`src/design/sndag_pkg.sv`:
```
// ============================================================================
// sndag_pkg - shared types and constants of the strided N-d address generator
// Register map, configuration bundle, cell-to-cell link and fixed field widths.
// ============================================================================
`default_nettype none

package sndag_pkg;

    // Fixed field widths of the register file and the item payloads
    localparam int unsigned NUM_REG_DIMS   = 3;
    localparam int unsigned NUM_DIMS_BITS  = 2;
    localparam int unsigned SIZE_BITS      = 16;
    localparam int unsigned STRIDE_BITS    = 32;
    localparam int unsigned BASE_BITS      = 32;
    localparam int unsigned PROD_BITS      = STRIDE_BITS + SIZE_BITS;
    localparam int unsigned CFG_INDEX_BITS = 3;
    localparam int unsigned CFG_DATA_BITS  = 32;
    localparam int unsigned IN_DATA_BITS   = 8;
    localparam int unsigned OUT_ADDR_BITS  = 32;
    localparam int unsigned OUT_INDEX_BITS = 16;
    localparam int unsigned OUT_DATA_BITS  = OUT_ADDR_BITS + 3 * OUT_INDEX_BITS;

    // Defaults for the top-level parameters
    localparam int unsigned MAX_DIMS_DEF     = 3;
    localparam int unsigned INDEX_BITS_DEF   = 16;
    localparam int unsigned ADDRESS_BITS_DEF = 32;

    // Register indexes on the configuration port
    typedef enum logic [CFG_INDEX_BITS-1:0] {
        REG_NUM_DIMS,
        REG_DIM_SIZE_0,
        REG_DIM_SIZE_1,
        REG_DIM_SIZE_2,
        REG_STRIDE_0,
        REG_STRIDE_1,
        REG_STRIDE_2,
        REG_BASE_ADDRESS
    } sndag_reg_t;

    // Configuration register bundle, dimension 0 is outermost
    typedef struct packed {
        logic [NUM_DIMS_BITS-1:0]                   num_dims;
        logic [NUM_REG_DIMS-1:0][SIZE_BITS-1:0]     dim_size;
        logic [NUM_REG_DIMS-1:0][STRIDE_BITS-1:0]   stride;
        logic [BASE_BITS-1:0]                       base_address;
    } sndag_cfg_t;

    // Control handed from an inner cell to its outer neighbor
    typedef struct packed {
        logic carry;    // all inner used cells wrap on this item
        logic at_end;   // all inner used cells sit on their last element
    } sndag_link_t;

endpackage

`default_nettype wire

```
`src/design/sndag_cfg.sv`:
```
// ============================================================================
// sndag_cfg - configuration registers
// Register file, effective dimension count and settle timer after a write.
// ============================================================================
`default_nettype none

module sndag_cfg #(
    parameter int unsigned CELLS = 3
) (
    input  wire logic                                   clk,
    input  wire logic                                   rst_n,
    input  wire logic                                   cfg_write,
    input  wire logic [sndag_pkg::CFG_INDEX_BITS-1:0]   cfg_index,
    input  wire logic [sndag_pkg::CFG_DATA_BITS-1:0]    cfg_data,
    output sndag_pkg::sndag_cfg_t                       cfg,
    output logic [CELLS-1:0]                            used,
    output logic                                        busy
);

    localparam int unsigned SETTLE   = CELLS + 1;
    localparam int unsigned SETTLE_W = $clog2(SETTLE + 1);
    localparam int unsigned ND_W     = sndag_pkg::NUM_DIMS_BITS;
    localparam int unsigned SZ_W     = sndag_pkg::SIZE_BITS;
    localparam int unsigned ST_W     = sndag_pkg::STRIDE_BITS;
    localparam int unsigned BA_W     = sndag_pkg::BASE_BITS;

    sndag_pkg::sndag_cfg_t cfg_reg;
    sndag_pkg::sndag_cfg_t cfg_next;
    logic [SETTLE_W-1:0]   settle_reg;
    logic [SETTLE_W-1:0]   settle_next;
    logic [ND_W-1:0]       nd_raw;
    logic [ND_W-1:0]       nd_eff;

    // Register write decode
    always_comb
    begin
        cfg_next = cfg_reg;
        if (cfg_write)
        begin
            case (sndag_pkg::sndag_reg_t'(cfg_index))
                sndag_pkg::REG_NUM_DIMS:     cfg_next.num_dims     = cfg_data[ND_W-1:0];
                sndag_pkg::REG_DIM_SIZE_0:   cfg_next.dim_size[0]  = cfg_data[SZ_W-1:0];
                sndag_pkg::REG_DIM_SIZE_1:   cfg_next.dim_size[1]  = cfg_data[SZ_W-1:0];
                sndag_pkg::REG_DIM_SIZE_2:   cfg_next.dim_size[2]  = cfg_data[SZ_W-1:0];
                sndag_pkg::REG_STRIDE_0:     cfg_next.stride[0]    = cfg_data[ST_W-1:0];
                sndag_pkg::REG_STRIDE_1:     cfg_next.stride[1]    = cfg_data[ST_W-1:0];
                sndag_pkg::REG_STRIDE_2:     cfg_next.stride[2]    = cfg_data[ST_W-1:0];
                sndag_pkg::REG_BASE_ADDRESS: cfg_next.base_address = cfg_data[BA_W-1:0];
                default:                     cfg_next = cfg_reg;
            endcase
        end
    end

    // Settle timer: cells rebuild their precomputed sums after any write
    always_comb
    begin
        if (cfg_write)
            settle_next = SETTLE_W'(SETTLE);
        else if (settle_reg != '0)
            settle_next = settle_reg - SETTLE_W'(1);
        else
            settle_next = settle_reg;
    end

    always_ff @(posedge clk or negedge rst_n)
    begin
        if (!rst_n)
        begin
            cfg_reg.num_dims     <= ND_W'(1);
            cfg_reg.dim_size[0]  <= SZ_W'(1);
            cfg_reg.dim_size[1]  <= SZ_W'(1);
            cfg_reg.dim_size[2]  <= SZ_W'(1);
            cfg_reg.stride       <= '0;
            cfg_reg.base_address <= '0;
            settle_reg           <= '0;
        end
        else
        begin
            cfg_reg    <= cfg_next;
            settle_reg <= settle_next;
        end
    end

    // Dimensions in use: zero counts as one, clipped to the cell count
    assign nd_raw = (cfg_reg.num_dims == '0) ? ND_W'(1) : cfg_reg.num_dims;
    assign nd_eff = (32'(nd_raw) > CELLS) ? ND_W'(CELLS) : nd_raw;

    for (genvar k = 0; k < CELLS; k++)
    begin : g_used
        assign used[k] = (k < int'(nd_eff));
    end

    assign cfg  = cfg_reg;
    assign busy = (settle_reg != '0);

endmodule

`default_nettype wire

```
`src/design/sndag_cell.sv`:
```
// ============================================================================
// sndag_cell - one dimension of the odometer
// Holds the position counter and the precomputed offset steps of a dimension,
// takes carry, end flag and offset step from its inner neighbor.
// ============================================================================
`default_nettype none

module sndag_cell #(
    parameter int unsigned INDEX_BITS   = 16,
    parameter int unsigned ADDRESS_BITS = 32
) (
    input  wire logic                                clk,
    input  wire logic                                rst_n,
    input  wire logic                                used,
    input  wire logic                                advance,
    input  wire logic                                restart,
    input  wire logic [sndag_pkg::SIZE_BITS-1:0]     size,
    input  wire logic [sndag_pkg::STRIDE_BITS-1:0]   stride,
    input  sndag_pkg::sndag_link_t                   link_in,
    output sndag_pkg::sndag_link_t                   link_out,
    input  wire logic [ADDRESS_BITS-1:0]             delta_in,
    output logic [ADDRESS_BITS-1:0]                  delta_out,
    input  wire logic [ADDRESS_BITS-1:0]             suffix_in,
    output logic [ADDRESS_BITS-1:0]                  suffix_out,
    output logic [INDEX_BITS-1:0]                    index
);

    localparam int unsigned SZ_W  = sndag_pkg::SIZE_BITS;
    localparam int unsigned PR_W  = sndag_pkg::PROD_BITS;
    localparam int unsigned CMP_W = (INDEX_BITS > SZ_W) ? INDEX_BITS : SZ_W;

    logic [INDEX_BITS-1:0]   cnt_reg;
    logic [INDEX_BITS-1:0]   cnt_next;
    logic [ADDRESS_BITS-1:0] adj_reg;     // stride - stride * size
    logic [ADDRESS_BITS-1:0] adj_next;
    logic [ADDRESS_BITS-1:0] suffix_reg;  // sum of adj over this and inner used cells
    logic [ADDRESS_BITS-1:0] suffix_next;
    logic [ADDRESS_BITS-1:0] d_reg;       // step when this cell is the one that stops
    logic [ADDRESS_BITS-1:0] d_next;

    logic [SZ_W-1:0]         size_eff;
    logic [INDEX_BITS-1:0]   cur;
    logic [INDEX_BITS-1:0]   inc;
    logic                    wrap;
    logic                    at_end;
    logic                    step;
    logic [PR_W-1:0]         prod;

    // Current position, wrap and end tests
    assign size_eff = (size == '0) ? SZ_W'(1) : size;
    assign cur      = restart ? '0 : cnt_reg;
    assign inc      = cur + INDEX_BITS'(1);
    assign wrap     = (CMP_W'(inc) >= CMP_W'(size_eff));
    assign at_end   = (CMP_W'(cur) >= CMP_W'(size_eff - SZ_W'(1)));
    assign step     = used & link_in.carry;

    // Hand-off to the outer neighbor; unused cells pass through
    assign link_out.carry  = used ? (link_in.carry & wrap) : link_in.carry;
    assign link_out.at_end = used ? (link_in.at_end & at_end) : link_in.at_end;
    assign delta_out       = (step & !wrap) ? d_reg : delta_in;
    assign index           = used ? cur : '0;
    assign suffix_out      = suffix_reg;

    // Counter update
    always_comb
    begin
        cnt_next = cnt_reg;
        if (advance)
        begin
            if (step)
                cnt_next = wrap ? '0 : inc;
            else
                cnt_next = cur;
        end
    end

    // Offset steps derived from configuration, rebuilt every cycle
    assign prod        = PR_W'(stride) * PR_W'(size_eff);
    assign adj_next    = ADDRESS_BITS'(stride) - ADDRESS_BITS'(prod);
    assign suffix_next = (used ? adj_reg : '0) + suffix_in;
    assign d_next      = ADDRESS_BITS'(stride) + suffix_in;

    always_ff @(posedge clk or negedge rst_n)
    begin
        if (!rst_n)
        begin
            cnt_reg    <= '0;
            adj_reg    <= '0;
            suffix_reg <= '0;
            d_reg      <= '0;
        end
        else
        begin
            cnt_reg    <= cnt_next;
            adj_reg    <= adj_next;
            suffix_reg <= suffix_next;
            d_reg      <= d_next;
        end
    end

endmodule

`default_nettype wire

```
`src/design/strided_nd_address_generator_unit.sv`:
```
// ============================================================================
// strided_nd_address_generator_unit - strided N-d address generator
// Walks a strided array of up to three dimensions in row-major order.
// ============================================================================
// Usage:
//   Each item on s_axis (bit 0 of tdata: restart) asks for one element. The
//   answer on m_axis carries the element's byte address, its outer, middle
//   and inner indices and tlast on the final element of the walk; the walk
//   then wraps to the first element. restart = 1 answers with the first
//   element and continues from there.
//   m_axis_tvalid rises in the cycle after acceptance; one item is taken
//   every cycle while s_axis_tready is high. The odometer is a row of
//   cells, one per dimension, with the carry rippling from inner to outer
//   cell; the offset adds one precomputed step per item.
//   After a configuration write s_axis_tready stays low while the settle
//   timer runs down and the cells rebuild their precomputed steps.
//   Configuration is written while no item is in flight.
//   Reset clears the position and offset and loads the register defaults
//   (one dimension of size one, zero strides, zero base).
//   While m_axis is stalled the result is held in the output register and
//   s_axis_tready follows m_axis_tready.
// ============================================================================
`default_nettype none

module strided_nd_address_generator_unit #(
    parameter int unsigned MAX_DIMS     = sndag_pkg::MAX_DIMS_DEF,
    parameter int unsigned INDEX_BITS   = sndag_pkg::INDEX_BITS_DEF,
    parameter int unsigned ADDRESS_BITS = sndag_pkg::ADDRESS_BITS_DEF
) (
    input  wire logic                                   clk,
    input  wire logic                                   rst_n,
    // config port
    input  wire logic                                   cfg_write,
    input  wire logic [sndag_pkg::CFG_INDEX_BITS-1:0]   cfg_index,
    input  wire logic [sndag_pkg::CFG_DATA_BITS-1:0]    cfg_data,
    // requests
    input  wire logic                                   s_axis_tvalid,
    output logic                                        s_axis_tready,
    input  wire logic [sndag_pkg::IN_DATA_BITS-1:0]     s_axis_tdata,  // restart
    // results
    output logic                                        m_axis_tvalid,
    input  wire logic                                   m_axis_tready,
    // element_address, index_outer, index_middle, index_inner
    output logic [sndag_pkg::OUT_DATA_BITS-1:0]         m_axis_tdata,
    output logic                                        m_axis_tlast
);

    localparam int unsigned NRD   = sndag_pkg::NUM_REG_DIMS;
    localparam int unsigned CELLS = (MAX_DIMS < NRD) ? MAX_DIMS : NRD;
    localparam int unsigned OA_W  = sndag_pkg::OUT_ADDR_BITS;
    localparam int unsigned OI_W  = sndag_pkg::OUT_INDEX_BITS;

    sndag_pkg::sndag_cfg_t                  cfg;
    logic [CELLS-1:0]                       used;
    logic                                   busy;

    logic                                   accept;
    logic                                   restart;
    logic [ADDRESS_BITS-1:0]                cur_offset;

    sndag_pkg::sndag_link_t [CELLS:0]       link;
    logic [CELLS:0][ADDRESS_BITS-1:0]       delta;
    logic [CELLS:0][ADDRESS_BITS-1:0]       suffix;
    logic [CELLS-1:0][INDEX_BITS-1:0]       cell_index;
    logic [NRD-1:0][OI_W-1:0]               index_field;

    logic [ADDRESS_BITS-1:0]                offset_reg;
    logic [ADDRESS_BITS-1:0]                offset_next;
    logic [ADDRESS_BITS-1:0]                addr_sum;
    logic                                   out_valid_reg;
    logic [OA_W-1:0]                        out_addr_reg;
    logic [NRD-1:0][OI_W-1:0]               out_index_reg;
    logic                                   out_last_reg;

    // Configuration registers
    sndag_cfg #(
        .CELLS (CELLS)
    ) u_cfg (
        .clk       (clk),
        .rst_n     (rst_n),
        .cfg_write (cfg_write),
        .cfg_index (cfg_index),
        .cfg_data  (cfg_data),
        .cfg       (cfg),
        .used      (used),
        .busy      (busy)
    );

    // Handshake
    assign s_axis_tready = !busy && (!out_valid_reg || m_axis_tready);
    assign accept        = s_axis_tvalid && s_axis_tready;
    assign restart       = s_axis_tdata[0];

    // Chain boundary at the innermost cell
    assign link[CELLS].carry  = 1'b1;
    assign link[CELLS].at_end = 1'b1;
    assign suffix[CELLS]      = '0;
    assign delta[CELLS]       = suffix[0];  // step when every used dimension wraps

    // Row of cells, cell 0 outermost
    for (genvar k = 0; k < CELLS; k++)
    begin : g_cell
        sndag_cell #(
            .INDEX_BITS   (INDEX_BITS),
            .ADDRESS_BITS (ADDRESS_BITS)
        ) u_cell (
            .clk        (clk),
            .rst_n      (rst_n),
            .used       (used[k]),
            .advance    (accept),
            .restart    (restart),
            .size       (cfg.dim_size[k]),
            .stride     (cfg.stride[k]),
            .link_in    (link[k+1]),
            .link_out   (link[k]),
            .delta_in   (delta[k+1]),
            .delta_out  (delta[k]),
            .suffix_in  (suffix[k+1]),
            .suffix_out (suffix[k]),
            .index      (cell_index[k])
        );
    end

    // Map cells onto the three index fields
    for (genvar k = 0; k < NRD; k++)
    begin : g_field
        if (k < CELLS)
        begin : g_live
            assign index_field[k] = OI_W'(cell_index[k]);
        end
        else
        begin : g_none
            assign index_field[k] = '0;
        end
    end

    // Running offset and element address
    assign cur_offset  = restart ? '0 : offset_reg;
    assign addr_sum    = ADDRESS_BITS'(cfg.base_address) + cur_offset;
    assign offset_next = accept ? (cur_offset + delta[0]) : offset_reg;

    always_ff @(posedge clk or negedge rst_n)
    begin
        if (!rst_n)
        begin
            offset_reg    <= '0;
            out_valid_reg <= 1'b0;
        end
        else
        begin
            offset_reg <= offset_next;
            if (accept)
                out_valid_reg <= 1'b1;
            else if (m_axis_tready)
                out_valid_reg <= 1'b0;
        end
    end

    // Output register
    always_ff @(posedge clk)
    begin
        if (accept)
        begin
            out_addr_reg  <= OA_W'(addr_sum);
            out_index_reg <= index_field;
            out_last_reg  <= link[0].at_end;
        end
    end

    assign m_axis_tvalid = out_valid_reg;
    assign m_axis_tdata  = {out_index_reg[2], out_index_reg[1], out_index_reg[0], out_addr_reg};
    assign m_axis_tlast  = out_last_reg;

endmodule

`default_nettype wire

```
`config.mk`:
```
export PLATFORM = sky130hd
export DESIGN_NAME = strided_nd_address_generator_unit
export DESIGN_NICKNAME = d
export VERILOG_FILES = /design/src/design/sndag_pkg.sv /design/src/design/sndag_cfg.sv /design/src/design/sndag_cell.sv /design/src/design/strided_nd_address_generator_unit.sv
export SDC_FILE = /design/constraint.sdc
export NUM_CORES = 2
export LEC_CHECK = 0
export BUFFER_PORTS_ARGS = -buffer_cell sky130_fd_sc_hd__buf_2
export CORE_ASPECT_RATIO = 0.7
export CORE_MARGIN = 3
export CORE_UTILIZATION = 47
export DETAILED_ROUTE_END_ITERATION = 8
export PLACE_DENSITY = 0.7
export SLEW_MARGIN = 20
export SYNTH_ARGS = -nofsm -noshare
export SYNTH_HDL_FRONTEND = slang
export SYNTH_HIERARCHICAL = 1
export SYNTH_SLANG_ARGS = --single-unit
```
`constraint.sdc`:
```
create_clock -name clk -period 8.1 [get_ports clk]
set_clock_uncertainty 0.2 [all_clocks]
set_input_delay 0.405 -clock clk [delete_from_list [all_inputs] [get_ports clk]]
set_output_delay 0.405 -clock clk [all_outputs]
set_load 0.01 [all_outputs]
```
==> results.py <==
metrics = {
    "placement": {
        "dp_hpwl_um": 189000,
        "globalplace.congestion": 0.986,
        "portBuffers": 123,
        "placed_cells_incl_taps": 10500,
    },
    "cells_and_area": {
        "area_growth_pct": 8.96,
        "multi_input_area_um2": 55400,
        "stdcell_count": 10700,
        "drive_above_1_share_pct": 10.0,
        "nets": 9994,
        "nFillCells": 14700,
        "largest_register_ffs": 178,
        "seq_area_um2": 16200,
    },
    "worst_setup_path": {
        "critPathMaxStageDelay_ns": 0.55,
        "reg2reg_from": "g_cell[2].u_cell/cnt_reg[0]$_DFFE_PN0P_",
        "r2r_cells": 34,
        "rrSetupSlack_ns": 0.43,
        "worstSetupEndpointType": "flip-flop",
        "crit_type": "in -> reg",
        "crit_fanout": 12,
        "crit_required_ns": 8.46,
        "cp-start-kind": "input pin",
        "regToRegEndpoint": "offset_reg[10]$_DFFE_PN0P_",
        "cpMostUsedCell": "ha_1",
        "critPathSlowestCell": "dlygate4sd3_1",
        "arrival_ns": 8.13,
    },
    "sta": {
        "slew_violations": 0,
        "hold_viol_final": 0,
        "final-setup-viol-count": 0,
        "relSlewSlack_pct": 26.4,
        "min_period_ns": 7.77,
        "finalCritPeriodShare_pct": 95.9,
        "clock.fmax_mhz": 129,
        "tightest_slew_ns": 1.10,
    },
    "drt": {
        "drc": 0,
        "drtPass1Iterations": 6,
        "drtAntennaViolNets": 0,
        "drtIter0Drc": 6098,
        "wirelength_um": 242000,
        "via_count": 60800,
        "post_drt_wl_per_cell_um": 22.6,
        "vias_per_cell": 5.69,
    },
    "min_path": {
        "hold_path_end": "offset_reg[0]$_DFFE_PN0P_",
        "hold_depth": 5,
        "min_path_type": "in -> reg",
        "hold_start": "s_axis_tvalid",
    },
    "synthesis": {
        "netlist_instances": 8275,
        "netlist_area_um2": 77100,
        "ys_warn_count": 6,
        "avgSynthCellArea_um2": 9.32,
    },
    "clock_network": {
        "cts_tree": "done",
        "root_buffer": "clkbuf_16",
        "numClockSinks": 631,
        "clock_latency_ns": 0.68,
        "htreeDepth": 3,
        "clkTransAtPathRegs_ns": 0.07,
        "numCtsBuffers": 72,
        "clockBufferDepth": 3,
    },
    "die": {
        "core_area_um2": 162000,
        "num_rows": 123,
        "start_util_pct": 47.6,
        "io_pins": 131,
        "die_area_um2": 169000,
        "fp.dieH_um": 345,
        "die_w_um": 490,
    },
    "run": {
        "cap_violations": 0,
    },
    "global_route": {
        "grt_pass1_wl_um": 372000,
        "antenna_found_initial": 34,
        "grt_max_degree": 163,
        "overflow": 0,
        "groute.usage.overall_pct": 28.6,
        "grt_pass1_vias": 61300,
    },
    "status": {
        "status": "finished clean",
    },
}
==> cells in the final DEF, fill, tap and decap left out, types with 30 or more instances in the layout <==
cell type,count
and2_1,584
fa_1,1014
a211oi_1,30
nand4_1,31
a21oi_1,353
a21o_1,181
and3_1,43
buf_2,121
dfrtp_1,546
ha_1,509
a31oi_1,85
o21bai_1,43
xor2_1,148
nand3_1,117
edfxtp_1,81
mux2_2,241
o21a_1,54
nand2_1,940
nand2b_1,43
nor2b_1,99
xnor2_1,377
nor2_1,415
inv_1,1150
buf_4,251
conb_1,75
nor3_1,61
clkbuf_16,76
o21ai_0,253
diode_2,31
==> worst max-delay path: cells and delay by family <==
family          cells  cell delay (ns)
simple gates       11             2.14
compound gates     11             2.00
fa+ha+maj           6             1.56
buf+inv             4             1.02
mux                 2             0.64
xor+xnor            2             0.33
==> how the worst max path moves through the flow <==
stage / startpoint / end / slack (ns)
final: s_axis_tdata[0] / offset_reg[10]$_DFFE_PN0P_ / 0.33
after global routing: s_axis_tdata[0] / offset_reg[20]$_DFFE_PN0P_ / -0.05
after CTS: u_cfg/cfg[167]$_DFFE_PN0P_ / offset_reg[10]$_DFFE_PN0P_ / 0.14
after detailed placement: u_cfg/cfg[167]$_DFFE_PN0P_ / offset_reg[10]$_DFFE_PN0P_ / -0.44
after global placement: u_cfg/cfg[168]$_DFFE_PN0P_ / offset_reg[22]$_DFFE_PN0P_ / -0.33
after floorplan: s_axis_tdata[0] / offset_reg[10]$_DFFE_PN0P_ / 0.58
==> repair_timing <==
action                                  in CTS  in global routing
hold buffers                                 4                  0
pin swaps                                    1                 10
gates resized for setup                      2                 27
buffers inserted                             1                  2
endpoints found under the setup margin      21                 25
endpoints found under the hold margin       87                  0
==> cell type report <==
| class | instances | area share, % |
|---|---|---|
| multi-input cells | 6171 | 65.9 |
| well taps | 2187 | 3.26 |
| clock inverters | 42 | 0.723 |
| inverters | 1161 | 5.19 |
| flip-flops and latches | 631 | 19.3 |
| clock buffers | 89 | 2.39 |
| diodes | 31 | 0.0923 |
| repair buffers | 386 | 3.20 |
==> stage by stage <==
step                cell area, um^2  setup slack, ns  TNS [ns]  hold WS, ns  util (%)
floorplan                     77400            0.581         0      -0.0906         -
global placement              81100           -0.332     -2.85        0.232      50.1
detailed placement            81100           -0.439     -5.06        0.244      50.1
CTS                           83800            0.137         0       0.0437      51.8
global route                  84000          -0.0476   -0.0941       0.0486      51.9
finish                        84100            0.330         0       0.0853      51.9
==> routing by layer <==
layer | up-vias | global-route usage (%) | part of all wire, %
met2 | 2946 | 40.7 | 41
met5 | - | 0.448 | 0.024
met3 | 403 | 8.23 | 12
met4 | 8 | 9.07 | 3.2
li1 | 27000 | - | -
met1 | 30500 | 42.0 | 44
Power is left out: the tool's default activity adds up to more than one toggle a clock period on the data nets, which glitch-free logic cannot reach.
